<file path="src/sv/v3a_pkg.sv">
// ----------------------------------------------------------------------------
// Vector ALU package
// Shared types, constants and helper functions for the three-component
// vector ALU core.
// ----------------------------------------------------------------------------
package v3a_pkg;

  localparam int FRAC_BITS_DEF = 16;
  localparam int SQ_STAGES     = 32;
  localparam logic [31:0] S32_MAX = 32'h7FFF_FFFF;
  localparam logic [31:0] S32_MIN = 32'h8000_0000;

  typedef enum logic [3:0] {
    CMD_ADD    = 4'd0,
    CMD_SUB    = 4'd1,
    CMD_NEG    = 4'd2,
    CMD_CROSS  = 4'd3,
    CMD_DOT    = 4'd4,
    CMD_MAG    = 4'd5,
    CMD_MAGSQ  = 4'd6,
    CMD_DIST   = 4'd7,
    CMD_DISTSQ = 4'd8,
    CMD_NORM   = 4'd9
  } cmd_t;

  typedef enum logic [1:0] {
    ST_OK   = 2'd0,
    ST_SAT  = 2'd1,
    ST_ZERO = 2'd2
  } status_t;

  typedef struct packed {
    logic signed [32:0] sum;
    logic signed [32:0] dif;
    logic signed [32:0] neg;
    logic [31:0]        u;
    logic               big;
    logic [31:0]        m;
    logic               a_neg;
    logic signed [63:0] p1;
    logic signed [63:0] p2;
  } lane_t;

  typedef struct packed {
    cmd_t             cmd;
    logic [2:0][31:0] vec;
    logic [31:0]      scal;
    logic             sat;
    logic             zero;
    logic             big;
    logic [2:0][31:0] mn;
    logic [2:0]       neg;
  } item_t;

  function automatic logic [32:0] sat32(input logic signed [67:0] v);
    logic [32:0] res;
    if (v > 68'sd2147483647) begin
      res = {1'b1, S32_MAX};
    end else if (v < -68'sd2147483648) begin
      res = {1'b1, S32_MIN};
    end else begin
      res = {1'b0, v[31:0]};
    end
    return res;
  endfunction

  function automatic logic [4:0] lzc32(input logic [31:0] v);
    logic [31:0] x;
    logic [4:0]  n;
    x = v;
    n = '0;
    if (x[31:16] == '0) begin
      n[4] = 1'b1;
      x = x << 16;
    end
    if (x[31:24] == '0) begin
      n[3] = 1'b1;
      x = x << 8;
    end
    if (x[31:28] == '0) begin
      n[2] = 1'b1;
      x = x << 4;
    end
    if (x[31:30] == '0) begin
      n[1] = 1'b1;
      x = x << 2;
    end
    if (x[31] == 1'b0) begin
      n[0] = 1'b1;
    end
    return n;
  endfunction

endpackage

</file>
<file path="src/sv/v3a_sqrt.sv">
// ----------------------------------------------------------------------------
// Vector ALU square root
// Pipelined digit-by-digit integer square root, one root bit per stage.
// Delivers the floor root and the remainder.
// ----------------------------------------------------------------------------
module v3a_sqrt (
  input  logic        clk,
  input  logic        en,
  input  logic [63:0] val,
  output logic [31:0] root,
  output logic [33:0] rem
);
  import v3a_pkg::*;

  logic [33:0] rem_r  [SQ_STAGES];
  logic [31:0] root_r [SQ_STAGES];
  logic [63:0] v_r    [SQ_STAGES];

  for (genvar k = 0; k < SQ_STAGES; k++) begin : g_stage
    logic [33:0] rem_in;
    logic [31:0] root_in;
    logic [63:0] v_in;
    logic [35:0] r2;
    logic [35:0] trial;
    logic        ge;

    if (k == 0) begin : g_first
      assign rem_in  = '0;
      assign root_in = '0;
      assign v_in    = val;
    end else begin : g_next
      assign rem_in  = rem_r[k-1];
      assign root_in = root_r[k-1];
      assign v_in    = v_r[k-1];
    end

    assign r2    = {rem_in, v_in[63:62]};
    assign trial = {2'b00, root_in, 2'b01};
    assign ge    = (r2 >= trial);

    always_ff @(posedge clk) begin
      if (en) begin
        rem_r[k]  <= ge ? 34'(r2 - trial) : r2[33:0];
        root_r[k] <= {root_in[30:0], ge};
        v_r[k]    <= {v_in[61:0], 2'b00};
      end
    end
  end

  assign root = root_r[SQ_STAGES-1];
  assign rem  = rem_r[SQ_STAGES-1];

endmodule

</file>
<file path="config.mk">
export PLATFORM = sky130hd
export DESIGN_NAME = v3a_sqrt
export DESIGN_NICKNAME = d
export VERILOG_FILES = /design/src/sv/v3a_pkg.sv /design/src/sv/v3a_sqrt.sv
export SDC_FILE = /design/constraint.sdc
export NUM_CORES = 2
export LEC_CHECK = 0
export BUFFER_PORTS_ARGS = -buffer_cell sky130_fd_sc_hd__buf_4
export CORE_MARGIN = 1
export CORE_UTILIZATION = 64
export CTS_CLUSTER_DIAMETER = 30
export DETAILED_ROUTE_END_ITERATION = 7
export GPL_ROUTABILITY_DRIVEN = 0
export PLACE_DENSITY = 0.78
export SYNTH_ARGS = -nofsm -noshare
export SYNTH_HDL_FRONTEND = slang
export SYNTH_MEMORY_MAX_BITS = 65536
export SYNTH_SLANG_ARGS = --single-unit
</file>
<file path="constraint.sdc">
create_clock -name clk -period 5.1 [get_ports clk]
set_clock_uncertainty 0.15 [all_clocks]
set_input_delay 1.02 -clock clk [delete_from_list [all_inputs] [get_ports clk]]
set_output_delay 1.02 -clock clk [all_outputs]
set_load 0.005 [all_outputs]
</file>
==> results.cfg <==
[yosys]
syn_inst = 9208
synth-edff-count = 2557
netlist_area_um2 = 118900
post_synth_num_cell_types = 89
synth_ff_type = edfxtp_1
synth.ff_latch_count = 2557
postSynth.asyncResetShare_pct = 0
ys.warnings.count = 0
synth_seq_area_share_pct = 64.58
syn-num-nets = 9838
syn_area_per_cell_um2 = 12.91

[timing]
finalHoldViolCount = 0
slew_headroom_pct = 20.61
max_freq_mhz = 230.4
unrepaired_setup_endpoints_after_global_routing = no
postLayoutSetupSlackWorst_ps = 759.5
final.setup.tns_ps = 0
finalSetupViolations = 0
tightestPinTransition_ps = 1188
report.final.slew_viol_count = 0
min_period_over_period_pct = 85.11
post-route-min-period_ps = 4341

[critical_path]
worstSetupPathDepth = 10
crit_path_max_fanout = 33
timing.setup.critical_path_class = register to register
critical_path_required_ps = 5660
critical_path.max_stage_delay_ps = 520
worst-path-buf-inv = 1
crit_family = compound AO/OA/AOI/OAI gates
worst_ep_arrival_time_ps = 4900
slowest_stage = a31oi_1
critical_path.cell_chain = ha_1 -> nor2b_1 -> o31ai_1 -> a2bb2oi_1 -> a21boi_0 -> o21ai_0 -> a31oi_1 -> a21o_1 -> buf_4 -> mux2_2
cp-start-kind = register
worstSetupEndpointType = register
worst-r2r-cell-count = 10

[floorplan]
die_h_um = 433
initial_core_util_pct = 64.66
die_width_um = 433
floorplan.core_area_um2 = 183900
core.rowCount = 157
io_pins = 132
full_die_area_um2 = 187500

[power_and_ir_drop]
power.static_leakage_nw = 53.89
power_per_cell_area_nw_per_um2 = 516.1
power.ir.vdd_worst_v = 0.0004461

[clock_tree]
cts_buffers = 453
cts.repair_timing.setup_buffer_count = 0
root_buffer = clkbuf_16
cells_resized_by_post_cts_repair = 0
clk_pin_slew_worst_paths_ps = 60
clkLatencyLatePin_ps = 970
tritoncts_clock_tree = yes
htree_levels = 5
clock-sinks = 2557
cts-root-to-sink-buffers = 4
cts.hold.buffers_added = 0

[global_route]
first_pass_grt_wire_length_mm = 391.6
grt_start_max_net_pins = 143
grt_antenna_before_repair = 0
gr-total-overflow = 0
via_count_of_the_first_global_routing_pass = 75130
grt.total_usage_pct = 26.27

[run_status]
outcome = finished clean

[detailed_routing]
drt-initial-drc-count = 6766
wire_per_inst_um = 19.64
via_per_inst = 5.992
antenna_left = 0
via_count = 75270
route.final.wire_length_mm = 246.7
pre_repair_dr_iteration_count = 6
drt_drc_violations_left = 0

[cells_and_area]
nNetsFinal = 10360
layout.cells.most_common = edfxtp_1
stdcell_area_um2 = 139100
post_route_cells_drive_above_1_share_pct = 11.09
syn_to_final_growth_pct = 17.03
final_cell_mix = edfxtp_1, inv_1, nand2_1, ha_1, nor2_1

[hold_path]
hold_path.class = input pin to register
timing.hold.worst_path_depth = 1

[job]
max_cap_viol_count = 0

[placed_design]
place.port_buffers = 131
dpl.hpwl_mm = 165.0
post-place-ws_ps = 885.2
detailed_place.area_um2 = 123400
[per-layer routing]
metal | global-route usage, % | share of wire [%]
met1 | 31.89 | 39
met2 | 46.34 | 51
met3 | 3.665 | 5.3
met4 | 12.30 | 4.4
met5 | 0 | 0
[path summary, 6_finish.rpt]
check,end,start,slack (ps)
setup / recovery,rem_r[13][38],rem_r[13][0],760
hold / removal,v_r[0][54],val[54],80
setup reg to reg,rem_r[13][38],rem_r[13][0],760
hold reg to reg,v_r[7][25],v_r[6][23],230
[layout make-up]
cell class | count | area [um^2]
repair buffers | 223 | 1994
well taps | 2464 | 3083
diodes | 1 | 2.502
inverters | 727 | 2729
clock buffers | 493 | 11660
multi-input cells | 5763 | 38810
fillers | 10900 | 44730
flip-flops and latches | 2557 | 76780
clock inverters | 335 | 4069
[flip-flops by register name (all words and copies together) (netlist names)]
signal	flops
rem_r	1037
v_r	992
root_r	528
[synth_stat cells (all sizes together), types with 14 or more instances]
cell type	count	share of area [%]
a211o	14	0.10
xor2	432	3.2
o31ai	71	0.45
mux2i	16	0.13
o21bai	66	0.42
edfxtp	2557	65
a21boi	26	0.16
nand3	157	0.66
nor3	216	0.91
xnor2	438	3.2
o31a	16	0.12
nor2	555	1.8
buf	25	0.11
nor2b	85	0.45
o41ai	22	0.17
a31oi	39	0.21
nor4	122	0.67
or2	37	0.19
inv	725	2.3
o21ai	543	2.3
and2	33	0.17
or4	53	0.34
a211oi	54	0.34
nor3b	16	0.10
nand2	705	2.2
ha	564	5.9
o21a	84	0.53
a21oi	518	2.2
mux2	68	0.64
nand4	93	0.49
o211ai	37	0.24
clkbuf	136	0.43
a21o	224	1.4
nand2b	109	0.57
and4	15	0.11
nand3b	23	0.16
and3	44	0.23
or3	107	0.57
[cells by family (layout without fill, tap and decap cells)]
logic type	after synthesis	in the layout	synth area share (%)
AOI/OAI and AO/OA	1832	1832	9.514
xor gates and xnor gates	870	870	6.409
adders and majority gates	564	564	5.936
buffers and inverters	888	1778	2.838
DFF	2557	2557	64.58
muxes	84	84	0.7788
other	1	2	0.003154
and+or+nand+nor	2412	2412	9.936
[per-stage QoR]
stage	power [mW]	util, %	hold WS, ps	instances
3_5_place_dp	40.95	67.12	254.5	11730
5_1_grt	74.58	75.67	30.13	12560
2_1_floorplan	37.10	-	250.3	9208
4_1_cts	72.01	75.67	11.72	12560
3_3_place_gp	40.43	67.12	250.1	11730
6_report	71.80	75.67	80.17	12560
[power breakdown]
part | switching (mW) | internal (mW) | leakage [nW]
registers | 1.85 | 26.7 | 24.6
clock network | 10.5 | 20.2 | 7.58
logic | 7.22 | 5.27 | 21.7
total | 19.5 | 52.3 | 53.9
Note: power is estimated with default switching activity, not from simulation.
