===== config.mk =====
export PLATFORM = sky130hd
export DESIGN_NAME = v3a_div
export DESIGN_NICKNAME = d
export VERILOG_FILES = /design/src/sv/v3a_pkg.sv /design/src/sv/v3a_div.sv
export SDC_FILE = /design/constraint.sdc
export NUM_CORES = 2
export LEC_CHECK = 0
export BUFFER_PORTS_ARGS = -buffer_cell sky130_fd_sc_hd__buf_2
export CAP_MARGIN = 20
export CORE_ASPECT_RATIO = 1.25
export CORE_MARGIN = 2
export CORE_UTILIZATION = 60
export DETAILED_ROUTE_END_ITERATION = 6
export PLACE_DENSITY = 0.84
export SLEW_MARGIN = 20
export SYNTH_ARGS = -nofsm -noshare
export SYNTH_HDL_FRONTEND = slang
export SYNTH_SLANG_ARGS = --single-unit

===== constraint.sdc =====
create_clock -name clk -period 7.2 [get_ports clk]
set_input_delay 0.72 -clock clk [delete_from_list [all_inputs] [get_ports clk]]
set_output_delay 0.72 -clock clk [all_outputs]
set_load 0.03 [all_outputs]

===== src/sv/v3a_pkg.sv =====
// ----------------------------------------------------------------------------
// Vector ALU package
// Shared types, constants and helper functions for the three-component
// vector ALU core.
// ----------------------------------------------------------------------------
package v3a_pkg;

  localparam int FRAC_BITS_DEF = 16;
  localparam int SQ_STAGES     = 32;
  localparam logic [31:0] S32_MAX = 32'h7FFF_FFFF;
  localparam logic [31:0] S32_MIN = 32'h8000_0000;

  typedef enum logic [3:0] {
    CMD_ADD    = 4'd0,
    CMD_SUB    = 4'd1,
    CMD_NEG    = 4'd2,
    CMD_CROSS  = 4'd3,
    CMD_DOT    = 4'd4,
    CMD_MAG    = 4'd5,
    CMD_MAGSQ  = 4'd6,
    CMD_DIST   = 4'd7,
    CMD_DISTSQ = 4'd8,
    CMD_NORM   = 4'd9
  } cmd_t;

  typedef enum logic [1:0] {
    ST_OK   = 2'd0,
    ST_SAT  = 2'd1,
    ST_ZERO = 2'd2
  } status_t;

  typedef struct packed {
    logic signed [32:0] sum;
    logic signed [32:0] dif;
    logic signed [32:0] neg;
    logic [31:0]        u;
    logic               big;
    logic [31:0]        m;
    logic               a_neg;
    logic signed [63:0] p1;
    logic signed [63:0] p2;
  } lane_t;

  typedef struct packed {
    cmd_t             cmd;
    logic [2:0][31:0] vec;
    logic [31:0]      scal;
    logic             sat;
    logic             zero;
    logic             big;
    logic [2:0][31:0] mn;
    logic [2:0]       neg;
  } item_t;

  function automatic logic [32:0] sat32(input logic signed [67:0] v);
    logic [32:0] res;
    if (v > 68'sd2147483647) begin
      res = {1'b1, S32_MAX};
    end else if (v < -68'sd2147483648) begin
      res = {1'b1, S32_MIN};
    end else begin
      res = {1'b0, v[31:0]};
    end
    return res;
  endfunction

  function automatic logic [4:0] lzc32(input logic [31:0] v);
    logic [31:0] x;
    logic [4:0]  n;
    x = v;
    n = '0;
    if (x[31:16] == '0) begin
      n[4] = 1'b1;
      x = x << 16;
    end
    if (x[31:24] == '0) begin
      n[3] = 1'b1;
      x = x << 8;
    end
    if (x[31:28] == '0) begin
      n[2] = 1'b1;
      x = x << 4;
    end
    if (x[31:30] == '0) begin
      n[1] = 1'b1;
      x = x << 2;
    end
    if (x[31] == 1'b0) begin
      n[0] = 1'b1;
    end
    return n;
  endfunction

endpackage


===== src/sv/v3a_div.sv =====
// ----------------------------------------------------------------------------
// Vector ALU divider
// Pipelined restoring divider for one normalized component, one quotient
// bit per stage, rounding to nearest.
// ----------------------------------------------------------------------------
module v3a_div #(
  parameter int FRAC_BITS = v3a_pkg::FRAC_BITS_DEF
) (
  input  logic                 clk,
  input  logic                 en,
  input  logic [31:0]          num_mag,
  input  logic [31:0]          len,
  output logic [FRAC_BITS+1:0] quo
);
  localparam int Q  = FRAC_BITS + 2;
  localparam int NW = FRAC_BITS + 33;

  logic [NW-1:0] num;
  logic [32:0]   r_r   [Q];
  logic [Q-1:0]  lo_r  [Q];
  logic [Q-1:0]  q_r   [Q];
  logic [31:0]   len_r [Q];

  assign num = (NW'(num_mag) << FRAC_BITS) + NW'(len >> 1);

  for (genvar k = 0; k < Q; k++) begin : g_stage
    logic [32:0]  r_in;
    logic [Q-1:0] lo_in;
    logic [Q-1:0] q_in;
    logic [31:0]  len_in;
    logic [33:0]  r2;
    logic [33:0]  dv;
    logic         ge;

    if (k == 0) begin : g_first
      assign r_in   = 33'(num[NW-1:Q]);
      assign lo_in  = num[Q-1:0];
      assign q_in   = '0;
      assign len_in = len;
    end else begin : g_next
      assign r_in   = r_r[k-1];
      assign lo_in  = lo_r[k-1];
      assign q_in   = q_r[k-1];
      assign len_in = len_r[k-1];
    end

    assign r2 = {r_in, lo_in[Q-1]};
    assign dv = {2'b00, len_in};
    assign ge = (r2 >= dv);

    always_ff @(posedge clk) begin
      if (en) begin
        r_r[k]   <= ge ? 33'(r2 - dv) : r2[32:0];
        lo_r[k]  <= {lo_in[Q-2:0], 1'b0};
        q_r[k]   <= {q_in[Q-2:0], ge};
        len_r[k] <= len_in;
      end
    end
  end

  assign quo = q_r[Q-1];

endmodule


==> metrics.txt <==
Final Worst Setup Slack=1.826 ns; Initial Utilization=60.24%; Post-CTS Setup Repair Bufs=0; Worst R2R End=r_r[2][31]; Cell variety after synth=between 80 and 90; DR DRC count=0; hold depth=1; main flop type after synthesis=edfxtp_1; setup violators final=0; R2R Setup Slk=roughly 2.4 ns; pins over their slew limit=0; die width=roughly 320 um; Power Total=between 30 and 40 mW; Hold Path Class=in -> reg; Placed Area=77370 um2; Detailed Route Iter0 Violations=about 3300; Placed Cells=between 8000 and 9000; r2r startpoint=len_r[1][16]; CTS clk-pin slew, worst paths=0.06 ns; CORE AREA=approximately 120000 um2; Filler cells=about 9100; required time of the critical path=a little under 8 ns; hold_buf cts=0; Layout Utilization=approximately 66%; gr ovfl total=0; peak supply drop=0.2645 mV; status=complete, no violations; Die ar.=around 130000 um2; clk_skew=around 0.019 ns; ys async rst share=0%; Final Hold Fails=0; first-pass GRT wire length=265700 um; final wirelength=167800 um; Register Area=~38000 um2; via count=~52000; Mapped Area=roughly 75000 um2; top fanout value on the critical path=5; Worst slew margin=between 10% and 20%; CTS Buffer Depth=3; critical path's largest stage delay=approximately 0.42 ns; critical path class=in -> reg; design area=between 80000 and 90000 um2; P_leak=33.93 nW; I/O pins=84; Yosys Warn Count=0; ant diodes=0; Post-CTS Resized=0; Yosys reg bits=1277; worst r2r path cells=14; Net Count, Synth=7600; layout cell share with drive strength beyond 1=roughly 7.4%; critical path launch point type=input pin; Clock Latency Late Sink=slightly below 0.8 ns; top achievable clock speed=between 150 and 200 MHz; dpl ws=~1 ns; largest net degree at the start of global routing=194; WL met3=just over 5000 um; Root Buffer=clkbuf_16; post-synthesis sequential area ratio=around half; Hold Path Origin=len[8]; CTS tree=done; Die Ht=399.5 um; max cap viols=0; port bufs=83; Via-to-Cell Ratio=between 5 and 6; clock sinks=between 1000 and 1500; synthesis-to-layout area growth=8.725%; Rows=roughly 150; GRT Overall Usage=between 20% and 30%; Setup crit start=len[17]; cell count after synthesis=6925; GPL Wtd Cong=between 0.9 and 1; CP Capture Type=register; RSZ-0062 raised after global routing=false; H-tree depth=4; highest routed layer=met4; number of iterations in the first detailed-routing pass=6; DRT met1 WL=~52000 um; Post-Syn Area per Cell=around 11 um2; PD cells=between 400 and 500 nW/um2; post-route insts no fill=8759; Routed met2 length=approximately 97000 um; number of antenna-violating nets in the routed design=0; DR WL/cell=19.15 um; HPWL Detailed=roughly 130000 um; Layout Nets=a little under 8000; Min Clock Period, post-route=between 5 and 6 ns; hold slack=0.1400 ns; setup_tns=0 ns; worst hold endpoint=len_r[0][8]; critical path, cell by cell=buf_2 -> ha_1 -> fa_1 -> a21o_1 -> a21oi_1 -> o21ai_0 -> a311oi_1 -> nor2_1 -> o21a_1 -> nor2_1 -> xnor2_1 -> ha_1 -> a21o_1 -> a21o_1 -> a21o_1 -> a211oi_1 -> o21a_1 -> o21ai_0 -> o2111a_1 -> o41ai_1 -> xnor2_1 -> mux2_2; slew of the pin with the lowest slew margin=roughly 1.2 ns; initial antenna violation count=0; cell at the slowest stage of the critical path=a211oi_1; cell mode on critical path=a21o_1; vias in the first global route=around 55000; footprint of the multi-input gates=around 33000 um2; final critical-path share of the clock period=74.64%; Data arrival, critical path=between 5 and 6 ns; Post-synth EDFFs=approximately 1300; TritonCTS buffer count=about 130
[registers in the layout, summed over array words and instances (netlist names)]
name	count
lo_r	1
r_r	561
q_r	171
len_r	544
[critical path: cells and delay by family]
kind / cells / cell delay (ns)
muxes: 1 / 0.27
and+or+nand+nor: 2 / 0.23
AOI/OAI and AO/OA: 13 / 3.30
buffers and inverters: 1 / 0.14
xor gates and xnor gates: 2 / 0.28
adders and majority gates: 3 / 0.95
[synthesized netlist by cell type (28+ instances only)]
library cell	instances	area (um2)
nand2b_1	65	406.6
buf_2	43	215.2
nand2_1	453	1700
edfxtp_1	1277	38350
xnor2_1	282	2470
a31oi_1	41	256.5
or3_1	30	187.7
a21o_1	324	2432
and2_1	28	175.2
o21ai_0	406	2032
inv_1	732	2748
nor3_1	67	335.3
ha_1	591	7395
nor2_1	473	1775
o21a_1	92	690.7
nor2b_1	86	538.0
clkbuf_1	88	330.3
mux2_2	137	1543
nand4_1	108	675.7
nand3_1	124	620.6
and3_1	46	287.8
a21oi_1	672	3363
o31a_1	28	245.2
a211oi_1	41	307.8
xor2_1	186	1629
o21bai_1	70	525.5
o31ai_1	41	307.8
[power breakdown]
| part | switching (mW) | total, mW | internal, mW |
|---|---|---|---|
| clock network | 2.93 | 6.79 | 3.86 |
| registers | 1.04 | 12.2 | 11.2 |
| logic | 9.76 | 17.0 | 7.22 |
| total | 13.7 | 36.0 | 22.3 |
[worst max path at each step]
stage,to,slack (ns)
floorplan,r_r[0][17],2.12
global placement,r_r[0][28],1.03
detailed placement,r_r[0][28],1.00
CTS,r_r[0][28],1.84
global route,r_r[0][28],1.44
finish,r_r[0][28],1.83
[routing by layer]
metal	global-route usage, %	up-vias
met1	20.75	24932
li1	-	25546
met5	0	-
met3	3.523	604
met4	20.64	0
met2	54.91	1398
[cell usage in the layout (no fill, tap or decap), types with 40 or more instances in the layout]
| cell | Yosys | routed |
|---|---|---|
| xor2_1 | 186 | 186 |
| xnor2_1 | 282 | 282 |
| o21a_1 | 92 | 92 |
| clkbuf_16 | 0 | 133 |
| edfxtp_1 | 1277 | 1277 |
| a211oi_1 | 41 | 41 |
| o21ai_0 | 406 | 406 |
| mux2_2 | 137 | 137 |
| ha_1 | 591 | 591 |
| nand4_1 | 108 | 108 |
| nand2b_1 | 65 | 65 |
| a21o_1 | 324 | 324 |
| a21oi_1 | 672 | 671 |
| buf_2 | 43 | 82 |
| a31oi_1 | 41 | 40 |
| nor2_1 | 473 | 473 |
| nor2b_1 | 86 | 86 |
| o31ai_1 | 41 | 41 |
| nand2_1 | 453 | 453 |
| and3_1 | 46 | 46 |
| o21bai_1 | 70 | 70 |
| nand3_1 | 124 | 124 |
| nor3_1 | 67 | 67 |
| inv_1 | 732 | 732 |
[kinds of logic (layout without fill, tap and decap cells)]
logic type / after synthesis / count (layout) / synth area share, %
buffers and inverters: 882 / 1099 / 4.551
DFF: 1277 / 1277 / 51.07
muxes: 162 / 162 / 2.448
adders and majority gates: 609 / 609 / 10.33
AOI/OAI and AO/OA: 1962 / 1962 / 16.39
xor gates and xnor gates: 468 / 468 / 5.459
and+or+nand+nor: 1565 / 1565 / 9.753
[layout make-up]
class                   count  share of cell area [%]
flip-flops and latches   1277                   46.97
well taps                1617                   2.478
repair buffers            124                   1.012
multi-input cells        4766                   40.95
clock buffers             155                   4.178
inverters                 735                   3.379
clock inverters            85                   1.036
No activity file was read; power rests on OpenSTA's default activity.
